[src/design/spv_pkg.sv]
// Shared types, codes and constants of the sample playback voice.
`default_nettype none

package spv_pkg;

  // Default sizing. The sample memory depth is a power of two.
  localparam int unsigned SAMPLE_MEM_DEPTH_DEF = 16384;
  localparam int unsigned FRAC_BITS_DEF        = 16;

  // Queue between front and back, and the result queue.
  localparam int unsigned CMD_DEPTH = 4;
  localparam int unsigned OUT_DEPTH = 4;
  localparam int unsigned OUT_CNT_W = $clog2(OUT_DEPTH + 1);

  // Input kind codes as they arrive on the kind port.
  localparam logic [2:0] KIND_LOAD  = 3'd0;
  localparam logic [2:0] KIND_TICK  = 3'd1;
  localparam logic [2:0] KIND_PLAY  = 3'd2;
  localparam logic [2:0] KIND_PAUSE = 3'd3;
  localparam logic [2:0] KIND_STOP  = 3'd4;

  // Configuration register indexes.
  localparam logic [2:0] CFG_PITCH_RATE   = 3'd0;
  localparam logic [2:0] CFG_LEFT_GAIN    = 3'd1;
  localparam logic [2:0] CFG_RIGHT_GAIN   = 3'd2;
  localparam logic [2:0] CFG_LOOP_ENABLE  = 3'd3;
  localparam logic [2:0] CFG_STEREO       = 3'd4;
  localparam logic [2:0] CFG_STREAM_MODE  = 3'd5;
  localparam logic [2:0] CFG_BLOCK_LENGTH = 3'd6;
  localparam logic [2:0] CFG_TOTAL_LENGTH = 3'd7;

  // Configuration reset values.
  localparam logic [23:0] PITCH_RATE_RST   = 24'd65536;
  localparam logic [14:0] GAIN_RST         = 15'd16384;
  localparam logic [12:0] BLOCK_LENGTH_RST = 13'd1024;
  localparam logic [31:0] TOTAL_LENGTH_RST = 32'd1024;

  typedef enum logic [2:0] {
    OP_LOAD,
    OP_TICK,
    OP_PLAY,
    OP_PAUSE,
    OP_STOP
  } op_t;

  typedef enum logic [1:0] {
    ST_STOPPED = 2'd0,
    ST_PLAYING = 2'd1,
    ST_PAUSED  = 2'd2
  } status_t;

  typedef struct packed {
    op_t                op;
    logic [13:0]        load_address;
    logic signed [15:0] load_value;
  } cmd_t;

  typedef struct packed {
    logic signed [15:0] left_sample;
    logic signed [15:0] right_sample;
    logic               refill_request;
    status_t            voice_status;
  } result_t;

  typedef struct packed {
    logic [23:0] pitch_rate;
    logic [14:0] gain_l;
    logic [14:0] gain_r;
    logic        loop_enable;
    logic        stereo;
    logic        stream_mode;
    logic [12:0] block_length;
    logic [31:0] total_length;
  } cfg_t;

endpackage

`default_nettype wire

[src/design/spv_out_queue.sv]
// Result queue that presents the oldest result on the output ports.
`default_nettype none

module spv_out_queue (
  input  wire logic                     clk,
  input  wire logic                     rst,
  input  wire logic                     wr_valid,
  input  wire spv_pkg::result_t         wr_data,
  output logic                          empty,
  input  wire logic                     pop,
  output spv_pkg::result_t              rd_data,
  output logic [spv_pkg::OUT_CNT_W-1:0] level
);

  localparam int unsigned PTR_W = $clog2(spv_pkg::OUT_DEPTH);
  localparam int unsigned CNT_W = spv_pkg::OUT_CNT_W;

  spv_pkg::result_t queue [spv_pkg::OUT_DEPTH];
  logic [PTR_W-1:0] wr_ptr;
  logic [PTR_W-1:0] rd_ptr;
  logic [CNT_W-1:0] count;
  logic             deq;

  // The back end issues work only against free slots, so writes never overflow.
  assign empty   = (count == '0);
  assign deq     = pop && !empty;
  assign rd_data = queue[rd_ptr];
  assign level   = count;

  always_ff @(posedge clk) begin
    if (wr_valid) begin
      queue[wr_ptr] <= wr_data;
    end
  end

  always_ff @(posedge clk) begin
    if (rst) begin
      wr_ptr <= '0;
      rd_ptr <= '0;
      count  <= '0;
    end else begin
      if (wr_valid) wr_ptr <= wr_ptr + PTR_W'(1);
      if (deq)      rd_ptr <= rd_ptr + PTR_W'(1);
      unique case ({wr_valid, deq})
        2'b10:   count <= count + CNT_W'(1);
        2'b01:   count <= count - CNT_W'(1);
        default: count <= count;
      endcase
    end
  end

endmodule

`default_nettype wire

[config.mk]
export PLATFORM = sky130hd
export DESIGN_NAME = spv_out_queue
export DESIGN_NICKNAME = d
export VERILOG_FILES = /design/src/design/spv_pkg.sv /design/src/design/spv_out_queue.sv
export SDC_FILE = /design/constraint.sdc
export NUM_CORES = 1
export LEC_CHECK = 0
export BUFFER_PORTS_ARGS = -buffer_cell sky130_fd_sc_hd__buf_2
export CAP_MARGIN = 20
export CORE_ASPECT_RATIO = 0.5
export CORE_UTILIZATION = 40
export CTS_BUF_LIST = sky130_fd_sc_hd__clkbuf_8 sky130_fd_sc_hd__clkbuf_16
export DETAILED_ROUTE_END_ITERATION = 8
export PLACE_DENSITY = 0.69
export SETUP_SLACK_MARGIN = 0.15
export SYNTH_ARGS = -nofsm -noshare
export SYNTH_HDL_FRONTEND = slang
export SYNTH_SLANG_ARGS = --single-unit
[constraint.sdc]
create_clock -name clk -period 3 [get_ports clk]
set_clock_uncertainty 0.2 [all_clocks]
set_input_delay 0 -clock clk [delete_from_list [all_inputs] [get_ports clk]]
set_output_delay 0 -clock clk [all_outputs]
set_load 0.1 [all_outputs]
After elaboration in Yosys (flattened, before gate mapping)
Memory sizes are Yosys's and may differ from the RTL's. A register that Yosys moved wholly into a read port is not among the register bits.
Index checks and enable logic that the tools add are counted.
- add/subtract/negate cells: 4
- eq/ne operators: 2
- mux-type cells: 5
- reduce and logical (&&, ||, !) cells: 4
- operators with widths (cell ; number):
    case mux 3 bit (2 select lines) ; 1
    adder 2 x 1 -> 2 bit (second input constant) ; 2
    two-way mux 2 bit ; 2
    adder 3 x 1 -> 3 bit (second input constant) ; 1
    zero test 3 bit ; 1
    subtractor 3 x 1 -> 3 bit (second input constant) ; 1
    == test 2 x 1 -> 1 bit (second input constant) ; 1
    == test 2 bit (second input constant) ; 1
    two-way mux 1 bit ; 2
    nonzero test 2 bit ; 1
    logical AND 1 bit ; 1
    zero test 1 bit ; 1
- register bits: 7
- RAM bits: 140
- input bits: 39
- output and inout port bits: 39
- logic and storage cells: 19
- memories kept: 1
- memory list (name ; words ; width ; read ports ; clocked after memory_dff ; write ports ; line ; RTL):
    queue ; 4 ; 35 ; 1 ; 1 ; 1 ; spv_out_queue.sv:18 ; spv_pkg::result_t queue [spv_pkg::OUT_DEPTH];

Logic depth before layout (Yosys ltp)
- depth in word-level cells: 5
- mapped depth: 8
- gate-level depth less buffers: 8

Worst setup path before layout
No wires, ideal clock.
- path type: flip-flop to flip-flop
- from: register count[0] (netlist: level[0])
- to: register with a tool-made name
- setup time: 0.078 ns
- arrival time: 3.487 ns
- required time: 2.722 ns
- slack: -0.765 ns
- cell stages (with the launch flop): 4
- path buffers: 0
- clock period less this slack: 3.765 ns
- path through: dfxtp_1 -> nor3_1 -> o21ai_0 -> a21oi_1
- RTL lines (item ; line ; RTL):
    start: declaration ; spv_out_queue.sv:21 ; logic [CNT_W-1:0] count;
    start signal: assignment ; spv_out_queue.sv:45 ; 2'b10: count <= count + CNT_W'(1);
    start signal: assignment ; spv_out_queue.sv:46 ; 2'b01: count <= count - CNT_W'(1);
    start signal: assignment ; spv_out_queue.sv:47 ; default: count <= count;

==> out/qor_table.md <==
| Metric | This run | Unit |
|---|---|---|
| Pin count of the biggest net entering global routing | 35 | - |
| Core area | 13100 | sq um |
| CTS buffer count | 17 | - |
| Via count | 2682 | - |
| Cell area after layout | 7150 | sq um |
| Via-per-instance ratio | 4.76 | - |
| Number of max-cap violations | 0 | - |
| Initial core utilization | 42.3 | % |
| Overall power consumption | 6.85 | mW |
| Wire length of the first global-routing pass | 15600 | microns |
| Total setup violations reported at the end of the flow | 0 | - |
| Master cell of the clock root buffer | sky130_fd_sc_hd__clkbuf_16 | - |
| Final-report max-slew violation count | 0 | - |
| Most instantiated cells after synthesis | sky130_fd_sc_hd__edfxtp_1, sky130_fd_sc_hd__mux4_2, sky130_fd_sc_hd__dfxtp_1, sky130_fd_sc_hd__inv_1, sky130_fd_sc_hd__nor2_1 | - |
| Measured slew at the worst slew-check pin | 619 | ps |
| Vias in the first global route | 2965 | - |
| Overall fraction of global-route tracks in use | 14.9 | % |
| Syn Inst Count | 232 | - |
| # H-tree levels | 4 | - |
| Fraction of registers with async set or reset after synthesis | 0 | % |
| Clock tree from TritonCTS | built | - |
| Post-placement cell area | 6140 | sq um |
| Insertion delay of the later-clocked pin in the worst-skew pair | 410 | ps |
| Type of the tightest min-delay check | in -> reg | - |
| Instance count along the most critical hold path | 2 | - |
| I/O pins | 78 | - |
| Drc violations | 0 | - |
| Cell-by-cell trace of the critical path | buf_12 -> mux4_2 -> buf_2 | - |
| Leading cell type by number of instances after synthesis | sky130_fd_sc_hd__edfxtp_1 | - |
| Area of the multi-input gates | 1050 | sq um |
| Residual overflow from global routing | 0 | - |
| Minimum period implied by the final worst setup slack | 2490 | ps |
| Dominant synthesized flop cell | sky130_fd_sc_hd__edfxtp_1 | - |
| Worst path required time | 2800 | ps |
| Vertical die dimension | 85.3 | microns |
| CTS clock-pin slew for the worst setup and hold paths | 60 | ps |
| Highest metal layer with signal wires | met4 | - |
| Mean instance size in the synthesized netlist | 23.9 | sq um |
| Site row count | 29 | - |
| Filler cells | 985 | - |
| Met3 Wirelength | 310 | microns |
| Status | finished clean | - |
| Post-DP HPWL | 5830 | microns |
| Post_cts resized | 0 | - |
| Maximum frequency from static timing analysis | 0.402 | GHz |
| Number of antenna violations at the first check in global routing | 0 | - |
| Max Fanout on Critical Path | 18 | - |
| Final period util | 82.9 | % |
| Seq cells post-synth | 149 | - |
| Category of the worst setup path capture point | output pin | - |
| First-pass DRT Iterations | 5 | - |
| Total wire length after detailed routing | 9730 | microns |
| Warnings from Yosys | 0 | - |
| Total standard cell area after synthesis | 5550 | sq um |
| WP data arrival | 2290 | ps |
| Proportion of layout cells with a drive suffix above 1 | 38.5 | % |
| Crit path launch type | flop | - |
| Slew Limit Headroom | 58.8 | % |
| Setup Total Neg Slack | 0 | ps |
| Net count of the finished layout | 409 | - |
| Slowest stage cell, crit path | sky130_fd_sc_hd__dfxtp_2 | - |
| DRT antenna net count | 0 | - |
| Power density cells | 959 | nW/um^2 |
| WS Path Type | reg -> out | - |
| Seq/Total Area, Yosys | 79.1 | % |
| Hold violation total from the final report | 0 | - |
| Die extent in x | 169 | microns |
| Num Clock Sinks | 149 | - |
| Crit path largest cell delay | 720 | ps |
| Number of cells on the worst reg-to-reg path | 8 | - |
| Clock Tree Buf Depth | 2 | - |
| Die Outline Area | 14400 | sq um |
| Proportion of netlist area held by the largest area contributor | 75.8 | % |
| Number of unique standard cell types used by synthesis | 23 | - |
| Post-synth EDFFs | 140 | - |
| Post-Syn Nets | 277 | - |
| Sequential cell area in the final layout | 4390 | sq um |
| DR iter-0 viols | 135 | - |
| Area growth syn-to-layout | 28.9 | % |
| RePlAce Congestion | 0.673 | - |
| Synth area leaders | sky130_fd_sc_hd__edfxtp_1, sky130_fd_sc_hd__mux4_2, sky130_fd_sc_hd__dfxtp_1 | - |
| IR Drop Worst-Case VDD | 0.408 | mV |
| RSZ-0062 raised after global routing | no | - |
| Routed length per placed instance | 17.3 | microns |
| Cell type with the largest total area after synthesis | sky130_fd_sc_hd__edfxtp_1 | - |
| Reported leakage power | 2.50 | nW |
| WL met1 | 4220 | microns |
| Number of buffers added on ports | 77 | - |
| Routed length on met2 | 5090 | microns |
| Antenna diode count | 0 | - |
==> flip-flops by register name (all words and copies together), names as in the netlist, named ones only <==
register / cells
level: 3
queue: 140
rd_ptr: 2
wr_ptr: 2
==> worst max-delay path, delay by kind of cell, from the launching register on <==
kind     cells  cell delay (ps)
buf+inv      2              590
flops        1              720
mux          1              530
==> layout by cell type (no fill, tap or decap) <==
cell type                         n
sky130_fd_sc_hd__edfxtp_1       140
sky130_fd_sc_hd__buf_2           77
sky130_fd_sc_hd__dlygate4sd3_1   39
sky130_fd_sc_hd__mux4_2          30
sky130_fd_sc_hd__clkbuf_16       17
sky130_fd_sc_hd__inv_1            9
sky130_fd_sc_hd__nor2_1           7
sky130_fd_sc_hd__dfxtp_1          7
sky130_fd_sc_hd__mux4_1           5
sky130_fd_sc_hd__ha_1             5
sky130_fd_sc_hd__clkinv_1         5
sky130_fd_sc_hd__bufinv_16        5
sky130_fd_sc_hd__buf_4            5
sky130_fd_sc_hd__and2_2           4
sky130_fd_sc_hd__xor2_1           3
sky130_fd_sc_hd__a21oi_1          3
sky130_fd_sc_hd__o21ai_0          2
sky130_fd_sc_hd__or3_1            2
sky130_fd_sc_hd__dfxtp_2          2
sky130_fd_sc_hd__clkinv_2         2
sky130_fd_sc_hd__o31ai_1          1
sky130_fd_sc_hd__nor3_2           1
sky130_fd_sc_hd__xnor2_1          1
sky130_fd_sc_hd__nand2_1          1
sky130_fd_sc_hd__mux2i_1          1
sky130_fd_sc_hd__fa_1             1
sky130_fd_sc_hd__clkinvlp_4       1
sky130_fd_sc_hd__buf_12           1
==> final cells by class <==
| cell class | instances | share of cell area [%] |
|---|---|---|
| sequential | 149 | 61.4 |
| multi-input combinational | 67 | 14.7 |
| timing repair buffer | 122 | 11.7 |
| clock buffer | 17 | 5.95 |
| tap | 186 | 3.26 |
| clock inverter | 15 | 2.71 |
| inverter | 7 | 0.368 |
==> stage by stage <==
step | setup WS [ps] | std cells | util [%] | hold slack [ps]
after floorplan | 227 | 232 | - | -101
after global placement | 899 | 492 | 46.9 | 9.21
after detailed placement | 848 | 492 | 46.9 | 16.3
after CTS | 438 | 563 | 54.6 | 126
after global routing | 346 | 563 | 54.6 | 149
final | 514 | 563 | 54.6 | 144
==> metal layers <==
layer  vias to the layer above  track usage (%)
met5                         -                0
met4                         0             5.95
met3                        10             4.76
met2                        43             25.6
met1                      1397             17.7
li1                       1232                -
==> power breakdown <==
group | internal (mW) | leakage (nW) | switching [mW]
clock | 1.45 | 0.307 | 0.740
combinational | 0.498 | 0.833 | 1.65
sequential | 2.41 | 1.36 | 0.108
total | 4.35 | 2.50 | 2.50
==> worst paths after layout <==
check / from / end / slack [ps]
setup / recovery: flop / rd_data[1] / 510
hold / removal: wr_data[7] / queue[2][7] / 140
setup reg to reg: level[0] / level[2] / 810
hold reg to reg: rd_ptr[1] / flop / 310
==> cell families (layout without fill, tap and decap cells) <==
logic type,count (synthesis),count (layout),share of synthesized area [%]
DFF,149,149,79.1
muxes,36,36,14.7
buffers and inverters,16,161,2.19
and+or+nand+nor,15,15,1.31
adders and majority gates,6,6,1.49
AOI/OAI and AO/OA,6,6,0.587
xor gates and xnor gates,4,4,0.632
==> what timing repair did <==
| item | 4_1_cts | 5_1_grt |
|---|---|---|
| hold endpoints to repair | 153 | 0 |
| setup buffers | 0 | 0 |
| hold buffers | 39 | 0 |
No activity file was read; power rests on OpenSTA's default activity.
