### config.mk
export PLATFORM = sky130hd
export DESIGN_NAME = spv_front
export DESIGN_NICKNAME = d
export VERILOG_FILES = /design/src/design/spv_pkg.sv /design/src/design/spv_front.sv
export SDC_FILE = /design/constraint.sdc
export NUM_CORES = 1
export LEC_CHECK = 0
export BUFFER_PORTS_ARGS = -buffer_cell sky130_fd_sc_hd__clkbuf_2
export CORE_MARGIN = 5
export CORE_UTILIZATION = 40
export CTS_CLUSTER_SIZE = 20
export DETAILED_ROUTE_END_ITERATION = 8
export PLACE_DENSITY_LB_ADDON = 0.3
export SLEW_MARGIN = 20
export SYNTH_ARGS = -nofsm -noshare
export SYNTH_HDL_FRONTEND = slang
export SYNTH_SLANG_ARGS = --single-unit
### constraint.sdc
create_clock -name clk -period 3.4 [get_ports clk]
set_clock_uncertainty 0.15 [all_clocks]
set_input_delay 0.68 -clock clk [delete_from_list [all_inputs] [get_ports clk]]
set_output_delay 0.68 -clock clk [all_outputs]
set_load 0.01 [all_outputs]
### src/design/spv_pkg.sv
// Shared types, codes and constants of the sample playback voice.
`default_nettype none

package spv_pkg;

  // Default sizing. The sample memory depth is a power of two.
  localparam int unsigned SAMPLE_MEM_DEPTH_DEF = 16384;
  localparam int unsigned FRAC_BITS_DEF        = 16;

  // Queue between front and back, and the result queue.
  localparam int unsigned CMD_DEPTH = 4;
  localparam int unsigned OUT_DEPTH = 4;
  localparam int unsigned OUT_CNT_W = $clog2(OUT_DEPTH + 1);

  // Input kind codes as they arrive on the kind port.
  localparam logic [2:0] KIND_LOAD  = 3'd0;
  localparam logic [2:0] KIND_TICK  = 3'd1;
  localparam logic [2:0] KIND_PLAY  = 3'd2;
  localparam logic [2:0] KIND_PAUSE = 3'd3;
  localparam logic [2:0] KIND_STOP  = 3'd4;

  // Configuration register indexes.
  localparam logic [2:0] CFG_PITCH_RATE   = 3'd0;
  localparam logic [2:0] CFG_LEFT_GAIN    = 3'd1;
  localparam logic [2:0] CFG_RIGHT_GAIN   = 3'd2;
  localparam logic [2:0] CFG_LOOP_ENABLE  = 3'd3;
  localparam logic [2:0] CFG_STEREO       = 3'd4;
  localparam logic [2:0] CFG_STREAM_MODE  = 3'd5;
  localparam logic [2:0] CFG_BLOCK_LENGTH = 3'd6;
  localparam logic [2:0] CFG_TOTAL_LENGTH = 3'd7;

  // Configuration reset values.
  localparam logic [23:0] PITCH_RATE_RST   = 24'd65536;
  localparam logic [14:0] GAIN_RST         = 15'd16384;
  localparam logic [12:0] BLOCK_LENGTH_RST = 13'd1024;
  localparam logic [31:0] TOTAL_LENGTH_RST = 32'd1024;

  typedef enum logic [2:0] {
    OP_LOAD,
    OP_TICK,
    OP_PLAY,
    OP_PAUSE,
    OP_STOP
  } op_t;

  typedef enum logic [1:0] {
    ST_STOPPED = 2'd0,
    ST_PLAYING = 2'd1,
    ST_PAUSED  = 2'd2
  } status_t;

  typedef struct packed {
    op_t                op;
    logic [13:0]        load_address;
    logic signed [15:0] load_value;
  } cmd_t;

  typedef struct packed {
    logic signed [15:0] left_sample;
    logic signed [15:0] right_sample;
    logic               refill_request;
    status_t            voice_status;
  } result_t;

  typedef struct packed {
    logic [23:0] pitch_rate;
    logic [14:0] gain_l;
    logic [14:0] gain_r;
    logic        loop_enable;
    logic        stereo;
    logic        stream_mode;
    logic [12:0] block_length;
    logic [31:0] total_length;
  } cfg_t;

endpackage

`default_nettype wire

### src/design/spv_front.sv
// Front end: accepts input items, classifies them and queues commands for the back end.
`default_nettype none

module spv_front (
  input  wire logic               clk,
  input  wire logic               rst,
  input  wire logic               push,
  output logic                    full,
  input  wire logic [2:0]         kind,
  input  wire logic [13:0]        load_address,
  input  wire logic signed [15:0] load_value,
  output logic                    cmd_valid,
  output spv_pkg::cmd_t           cmd,
  input  wire logic               cmd_ready
);

  localparam int unsigned PTR_W = $clog2(spv_pkg::CMD_DEPTH);
  localparam int unsigned CNT_W = $clog2(spv_pkg::CMD_DEPTH + 1);

  spv_pkg::cmd_t    queue [spv_pkg::CMD_DEPTH];
  logic [PTR_W-1:0] wr_ptr;
  logic [PTR_W-1:0] rd_ptr;
  logic [CNT_W-1:0] count;

  logic          known;
  spv_pkg::op_t  op;
  logic          enq;
  logic          deq;

  always_comb begin
    known = 1'b1;
    op    = spv_pkg::OP_LOAD;
    unique case (kind)
      spv_pkg::KIND_LOAD:  op = spv_pkg::OP_LOAD;
      spv_pkg::KIND_TICK:  op = spv_pkg::OP_TICK;
      spv_pkg::KIND_PLAY:  op = spv_pkg::OP_PLAY;
      spv_pkg::KIND_PAUSE: op = spv_pkg::OP_PAUSE;
      spv_pkg::KIND_STOP:  op = spv_pkg::OP_STOP;
      default:             known = 1'b0;
    endcase
  end

  // Unknown kinds are taken off the port and dropped here.
  assign full      = (count == CNT_W'(spv_pkg::CMD_DEPTH));
  assign enq       = push && !full && known;
  assign cmd_valid = (count != '0);
  assign deq       = cmd_valid && cmd_ready;
  assign cmd       = queue[rd_ptr];

  always_ff @(posedge clk) begin
    if (enq) begin
      queue[wr_ptr] <= '{op: op, load_address: load_address, load_value: load_value};
    end
  end

  always_ff @(posedge clk) begin
    if (rst) begin
      wr_ptr <= '0;
      rd_ptr <= '0;
      count  <= '0;
    end else begin
      if (enq) wr_ptr <= wr_ptr + PTR_W'(1);
      if (deq) rd_ptr <= rd_ptr + PTR_W'(1);
      unique case ({enq, deq})
        2'b10:   count <= count + CNT_W'(1);
        2'b01:   count <= count - CNT_W'(1);
        default: count <= count;
      endcase
    end
  end

endmodule

`default_nettype wire

---- Word level (Yosys, flattened, before mapping) ----
Memory sizes are Yosys's and may differ from the RTL's. A register that Yosys moved wholly into a read port is not among the register bits.
Cells that the tools add are included.
word-level totals
  bits in registers ....................... 7
  RAM bits ................................ 132
  input bits .............................. 37
  output and inout bits ................... 35
  logic and storage cells ................. 30
  memories kept ........................... 1
operators by class
  add/subtract/negate cells ............... 4
  eq/ne operators ......................... 7
  multiplexer cells ....................... 7
  reduce and logical (&&, ||, !) cells .... 8
memory list
  memory  depth  width  read ports  clocked after memory_dff  write ports  line             text
  queue   4      33     1           1                         1            spv_front.sv:20  spv_pkg::cmd_t queue [spv_pkg::CMD_DEPTH];
operator list
  operator               count
  $pmux W3 S4            1
  $eq A3 B2 Y1 const B   2
  $eq A3 B3 Y1 const B   2
  $pmux W3 S2            1
  $reduce_or A5 Y1       1
  $add A2 B1 Y2 const B  2
  $mux W2                2
  $add A3 B1 Y3 const B  1
  $eq A3 B1 Y1 const B   1
  $logic_and A1 B1 Y1    3
  $logic_not A3 Y1       1
  $mux W1                3
  $reduce_bool A3 Y1     1
  $sub A3 B1 Y3 const B  1
  $eq A2 B1 Y1 const B   1
  $eq A2 B2 Y1 const B   1
  $reduce_bool A2 Y1     1
  $logic_not A1 Y1       1

---- Longest topological paths before layout ----
Gate-level depths: netlist (run 1).
  word-level depth ........................ 6
  mapped depth ............................ 10
  depth with buffers taken out ............ 9

---- Worst setup path after synthesis (run 1) ----
OpenSTA, ideal clock, no wires.
  path type ............................... input to register
  from .................................... in kind[1]
  to ...................................... reg count[2]
  setup time .............................. 0.070 ns
  data arrival time ....................... 2.315 ns
  required time ........................... 3.180 ns
  slack ................................... 0.864 ns
  stages on the path ...................... 10
  path buffers ............................ 1
  path through ............................ o21ai_0 > and3b_1 > buf_6 > inv_1 > ha_1 > inv_1 > fa_1 > xor2_1 > or3_2 > a21oi_1
between the ends
  cells in the longest elaborated chain, start to end .. 6
  elaborated cells on any way between the ends .. 12
  classes of those cells .................. 6 x eq/ne; 2 x mux; 4 x reduce/logical
ends and longest elaborated chain
  what                                                      line             text
  start: declaration                                        spv_front.sv:9   input wire logic [2:0] kind,
  $eq A3 B3 Y1, or another cell as far along                spv_front.sv:33  unique case (kind)
  $reduce_or A5 Y1 (no line) *                              -
  $mux W1 *                                                 spv_front.sv:33
  $logic_and A1 B1 Y1 *                                     spv_front.sv:45  assign enq = push && !full && known;
  $eq A2 B1 Y1 / $eq A2 B2 Y1 (equally long branches)       spv_front.sv:64  unique case ({enq, deq})
  $pmux W3 S2 / $reduce_bool A2 Y1 (equally long branches)  -
  end signal: assignment                                    spv_front.sv:65  2'b10: count <= count + CNT_W'(1);
  end signal: assignment                                    spv_front.sv:66  2'b01: count <= count - CNT_W'(1);
  end signal: assignment                                    spv_front.sv:67  default: count <= count;
  end: declaration                                          spv_front.sv:23  logic [CNT_W-1:0] count;
Every way passes the cells marked *; elsewhere a longest branch is shown, timed or not.
A chain may end at the register's enable or synchronous reset.

==> impl_metrics.csv, run 1 <==
group,metric,value,unit
outcome,status,"complete, no violations",
drt,drt-total-wl,9170,µm
drt,via_per_inst,4.88,
critical_path,end_kind,"output pin",
clock_tree,cts_made_buffers,17,
pwr,peakVddDrop,335,µV
pwr,p_int,3520,µW
placed_design,numPortBuffers,71,
drt,route.detailed.drc,0,
global_routing,grt_use_total,12.7,%
clock_tree,htreeDepth,4,
clock_tree,cts_resized,0,
placed_design,dp_hpwl,5670,µm
drt,first_pass_iters,4,
clock_tree,cts_buffer_depth,2,
layout,utilization,49.1,%
pwr,power,4690,µW
floorplan,core,13100,µm²
clock_tree,cts_tree,"done",
pwr,power_leakage,0.00219,µW
drt,detail-route-antenna-nets,0,
clock_tree,insertion_delay,0.41,ns
logic_synthesis,synth_top_area_share,75.1,%
pwr,clock_power_share,34.3,%
critical_path,arrival,1.98,ns
drt,initialDrtViolationCount,177,
global_routing,grt_busiest_layer,"met2",
timing,drv_slew,0,
layout,area_growth,21.7,%
critical_path,critical_path_class,"reg2out",
global_routing,grt-ovfl-total,0,
pwr,swShare,25.0,%
placed_design,gp_congestion,0.663,
logic_synthesis,synth_cells,229,
clock_tree,root_buffer,"clkbuf_16",
timing,worst_slew_pin_slew,0.778,ns
drt,wl_per_cell,18.2,µm
global_routing,met3_usage,5.70,%
floorplan,rows,42,
global_routing,antenna_found_initial,0,
layout,layout.nets,359,
logic_synthesis,synth-edff-count,132,
worst_hold_path,hold_depth,1,
critical_path,reg2reg_to,"count[2]",
timing,finalSetupTns,0,ns
worst_hold_path,min_from,"load_value[4]",
critical_path,start_kind,"flop",
pwr,seqPwrFrac,44.6,%
floorplan,die_area,15600,µm²
global_routing,grt_max_degree,34,
global_routing,grt_pass1_wl,14700,µm
timing,hold_violations,0,
floorplan,ios,72,
logic_synthesis,synth_ff_type,"edfxtp_1",
logic_synthesis,syn-num-nets,272,
run,cap_violations,0,
logic_synthesis,synth_area_leader_cell,"edfxtp_1",
timing,layout_setup_ws,0.590,ns
timing,setup_viol,0,
floorplan,dieHeight,125,µm
timing,post-route-period-util,82.7,%
clock_tree,clock_sinks,141,
drt,vias,2459,
placed_design,place_ws,0.681,ns
pwr,power.switching,1170,µW
layout,diodes,0,
pwr,power_per_cell_area,730,nW/µm²
timing,min_period,2.81,ns
critical_path,critPathRequiredTime,2.57,ns
layout,drive_gt1_share,44.5,%
global_routing,use_met1,15.5,%
logic_synthesis,post_synth_instance_area,5280,µm²
timing,relSlewSlack,48.1,%
critical_path,rr_worst_depth,9,
clock_tree,postCtsSetupBuffers,0,
logic_synthesis,synth.area.top_cells,"edfxtp_1 (75%), mux4_2 (14%), dfxtp_1 (3.4%)",
clock_tree,path_clk_slew,0.05,ns
timing,max_freq,0.356,GHz
floorplan,die_x,125,µm
global_routing,use_met2,20.0,%
logic_synthesis,synth.distinct_cells,27,
pwr,combinationalPowerShare,21.1,%
logic_synthesis,synth_area_per_cell,23.1,µm²
logic_synthesis,synthArstFlopShare,0,%
floorplan,start_util,40.4,%
logic_synthesis,ys_ff_latch,141,
timing,rsz0062_at_grt,"false",
logic_synthesis,yosysWarnings,0,
worst_hold_path,hold_path.class,"in2reg",
critical_path,r2r_slack,0.91,ns
worst_hold_path,min_to,"queue[3][4]",
critical_path,crit_fanout,26,
logic_synthesis,ys_seq_area_share,78.5,%
global_routing,grt_pass1_vias,2724,
clock_tree,hold_buffers,0,
critical_path,r2r-start,"count[2]",
==> registers in the layout (all words and copies together) (netlist names), named ones only <==
signal / cells
rd_ptr: 2
wr_ptr: 2
count: 3
queue: 132
==> worst max path at each step <==
stage                 start  cells past startpoint  endpoint
floorplan           kind[1]                     10  count[2]
global placement    kind[2]                     10  count[2]
detailed placement  kind[2]                     10  count[2]
CTS                    flop                      3    cmd[6]
global route           flop                      3    cmd[3]
finish                 flop                      3    cmd[6]
==> cells in the mapped netlist, types with 2 or more instances <==
library cell and n:
a21oi_1 2, edfxtp_1 132, inv_1 6, ha_1 5
dfxtp_1 9, mux4_2 33, o21ai_0 2, buf_2 4
and2_2 4, nor2b_1 2, buf_4 3, or3_2 2
xor2_1 3, nor2_1 8, nand2b_1 2
==> per-layer routing <==
| layer | vias to the layer above | wire, µm | share of wire [%] |
|---|---|---|---|
| li1 | 1113 | - | - |
| met1 | 1261 | 3910 | 43 |
| met2 | 71 | 4470 | 49 |
| met3 | 14 | 644 | 7.0 |
| met4 | 0 | 136 | 1.5 |
| met5 | - | 0 | 0 |
==> area by class of cell <==
class / count / area [µm²]
inverters: 6 / 22.5
well taps: 176 / 220
fillers: 1077 / 6660
multi-input cells: 72 / 1050
repair buffers: 78 / 470
clock inverters: 10 / 75.1
flip-flops and latches: 141 / 4150
clock buffers: 21 / 440
==> power by group through the flow <==
stage	combinational [µW]	clock [µW]	sequential, µW
2_1_floorplan	698	0	2090
3_3_place_gp	1010	0	2120
3_5_place_dp	1020	0	2130
4_1_cts	1030	1650	2090
5_1_grt	1090	1730	2110
6_report	990	1610	2090
==> worst max-delay path, cell delays in order, from the launching register on <==
cell      delay [ns]
dfxtp_2         0.83
buf_4           0.29
mux4_2          0.30
clkbuf_2        0.14
==> metrics by stage <==
step                hold WS (ns)  std cells  area, µm²
finish                     0.340        504       6430
global route               0.323        504       6430
CTS                        0.320        504       6430
detailed placement         0.361        473       5910
global placement           0.349        473       5910
floorplan                  0.332        229       5280
==> cell families after synthesis <==
| logic type | count (synthesis) | synth area share [%] |
|---|---|---|
| compound gates | 6 | 0.734 |
| buf+inv | 16 | 1.59 |
| simple gates | 21 | 2.44 |
| fa+ha+maj | 6 | 1.56 |
| flops | 141 | 78.5 |
| mux | 35 | 14.5 |
| xor+xnor | 4 | 0.663 |
==> layout by cell type, fill, tap and decap left out, types with 2 or more instances in the layout <==
cell type,synthesis,final
nor2b_1,2,2
nand2b_1,2,2
dfxtp_2,0,2
dfxtp_1,9,7
inv_1,6,6
or3_2,2,2
clkbuf_2,0,71
buf_12,0,5
nor2_1,8,8
clkbuf_1,1,4
ha_1,5,5
edfxtp_1,132,132
xor2_1,3,3
clkinv_1,0,3
and2_2,4,4
clkinv_2,0,5
buf_4,3,2
mux4_2,33,33
a21oi_1,2,2
o21ai_0,2,2
clkbuf_16,0,17
Note: power is estimated with default switching activity, not from simulation.
==> inputs of run 2 (changes only) <==
clock period = 2.9 ns   (was 3.4 ns; I/O delays follow)
==> impl_metrics.csv, run 2 (same netlist as run 1, synthesis figures left out) <==
group,metric,value,unit
drt,vias,2478,
drt,highest_layer,"met4",
timing,min_period,2.54,ns
clock_tree,htreeDepth,4,
drt,route.detailed.drc,0,
outcome,status,"complete, no violations",
critical_path,r2r-start,"count[2]",
global_routing,antenna_found_initial,0,
floorplan,die_area,15600,µm²
critical_path,start_kind,"flop",
clock_tree,hold_buffers,0,
critical_path,arrival,2.73,ns
critical_path,crit_fanout,7,
timing,hold_violations,0,
critical_path,r2r_slack,0.36,ns
timing,post-route-period-util,87.5,%
layout,area_growth,23.1,%
critical_path,critical_path_class,"reg2reg",
timing,relSlewSlack,70.6,%
drt,drt-total-wl,9050,µm
timing,max_freq,0.394,GHz
drt,via_per_inst,4.88,
floorplan,die_x,125,µm
drt,dr_wl_met2,4450,µm
critical_path,rr_worst_depth,9,
layout,largest_reg_flops,132,
drt,wl_met1,4000,µm
layout,stdcell_count,508,
layout,top_regs,"queue: 132 flops, count: 3 flops",
clock_tree,insertion_delay,0.41,ns
clock_tree,path_clk_slew,0.06,ns
floorplan,core,13100,µm²
placed_design,numPortBuffers,71,
placed_design,gp_congestion,0.667,
timing,setup_viol,0,
global_routing,grt_pass1_vias,2745,
timing,finalSetupTns,0,ns
layout,regMostFlops,"queue",
clock_tree,cts_resized,0,
timing,drv_slew,0,
critical_path,crit_start,"count[2]",
layout,utilization,49.7,%
layout,fillCellCount,1062,
timing,worst_slew_pin_slew,0.435,ns
floorplan,start_util,40.4,%
floorplan,dieHeight,125,µm
layout,final_cell_mix,"edfxtp_1 (132), clkbuf_2 (71), mux4_2 (33), clkbuf_16 (21)",
layout,layout.nets,362,
drt,first_pass_iters,3,
global_routing,grt_pass1_wl,14800,µm
clock_tree,root_buffer,"clkbuf_16",
drt,wl_per_cell,17.8,µm
critical_path,reg2reg_to,"count[2]",
global_routing,grt_max_degree,34,
drt,detail-route-antenna-nets,0,
layout,diodes,0,
critical_path,critPathRequiredTime,3.10,ns
timing,layout_setup_ws,0.362,ns
floorplan,ios,72,
worst_hold_path,hold_path.class,"in2reg",
clock_tree,cts_tree,"done",
placed_design,place_ws,0.220,ns
worst_hold_path,hold_depth,1,
drt,initialDrtViolationCount,124,
pwr,power_leakage,0.00225,µW
global_routing,grt-ovfl-total,0,
global_routing,grt_use_total,12.6,%
critical_path,end_kind,"flop",
layout,drive_gt1_share,46.7,%
clock_tree,cts_buffer_depth,2,
clock_tree,cts_made_buffers,17,
pwr,power_per_cell_area,877,nW/µm²
floorplan,rows,42,
placed_design,dp_hpwl,5540,µm
pwr,peakVddDrop,428,µV
timing,rsz0062_at_grt,"false",
clock_tree,postCtsSetupBuffers,0,
run,cap_violations,0,
worst_hold_path,min_to,"queue[3][26]",
placed_design,numPlacedInstances,476,
worst_hold_path,min_from,"load_address[10]",
layout,final_common_cell,"edfxtp_1",
clock_tree,clock_sinks,141,
drt,dr_wl_met3,419,µm
==> run 2: changes by cell type in the layout (fill, tap and decap cells not counted), sizes merged <==
cell	delta
bufinv	-1
inv	+2
clkinvlp	+1
buf	+3
clkbuf	+4
clkinv	-5
==> run 2: worst max path at each step <==
stage,to,cells after the start,slack [ns]
floorplan,count[2],10,0.44
global placement,count[2],10,0.31
detailed placement,count[2],10,0.22
CTS,cmd[31],3,0.31
global route,count[2],9,0.18
finish,count[2],9,0.36
==> run 2: metal layers <==
metal / track usage [%] / vias up
li1: - / 1125
met1: 15.8 / 1279
met2: 19.7 / 59
met3: 4.76 / 15
met4: 5.55 / 0
met5: 0 / -
==> run 2: power by group <==
| part | switching, µW | total, µW | internal, µW |
|---|---|---|---|
| clock network | 770 | 2110 | 1340 |
| registers | 55.5 | 2430 | 2370 |
| logic | 582 | 1170 | 583 |
| total | 1410 | 5700 | 4300 |
==> run 2: per-stage QoR <==
stage	area [µm²]	power (µW)	hold slack, ns
final	6500	5700	0.236
after floorplan	5280	3270	0.332
after detailed placement	5900	3670	0.365
after global placement	5900	3650	0.353
after global routing	6500	5980	0.217
after CTS	6500	5790	0.213
==> run 2: area by class of cell <==
class                           count  area, µm²  area share (%)
Clock buffer                       25        561            8.62
Clock inverter                      7       43.8           0.673
Timing Repair Buffer               81        455            7.00
Tap cell                          176        220            3.39
Multi-Input combinational cell     72       1050            16.2
Inverter                            6       22.5           0.346
Sequential cell                   141       4150            63.8
==> run 2: worst max-delay path, cell delays in order, from the launching register on <==
cell,delay (ns)
dfxtp_1,0.40
nor3b_2,0.20
and3b_1,0.29
inv_1,0.09
ha_1,0.18
inv_1,0.06
fa_1,0.37
xor2_1,0.15
or3_2,0.42
a21oi_1,0.15
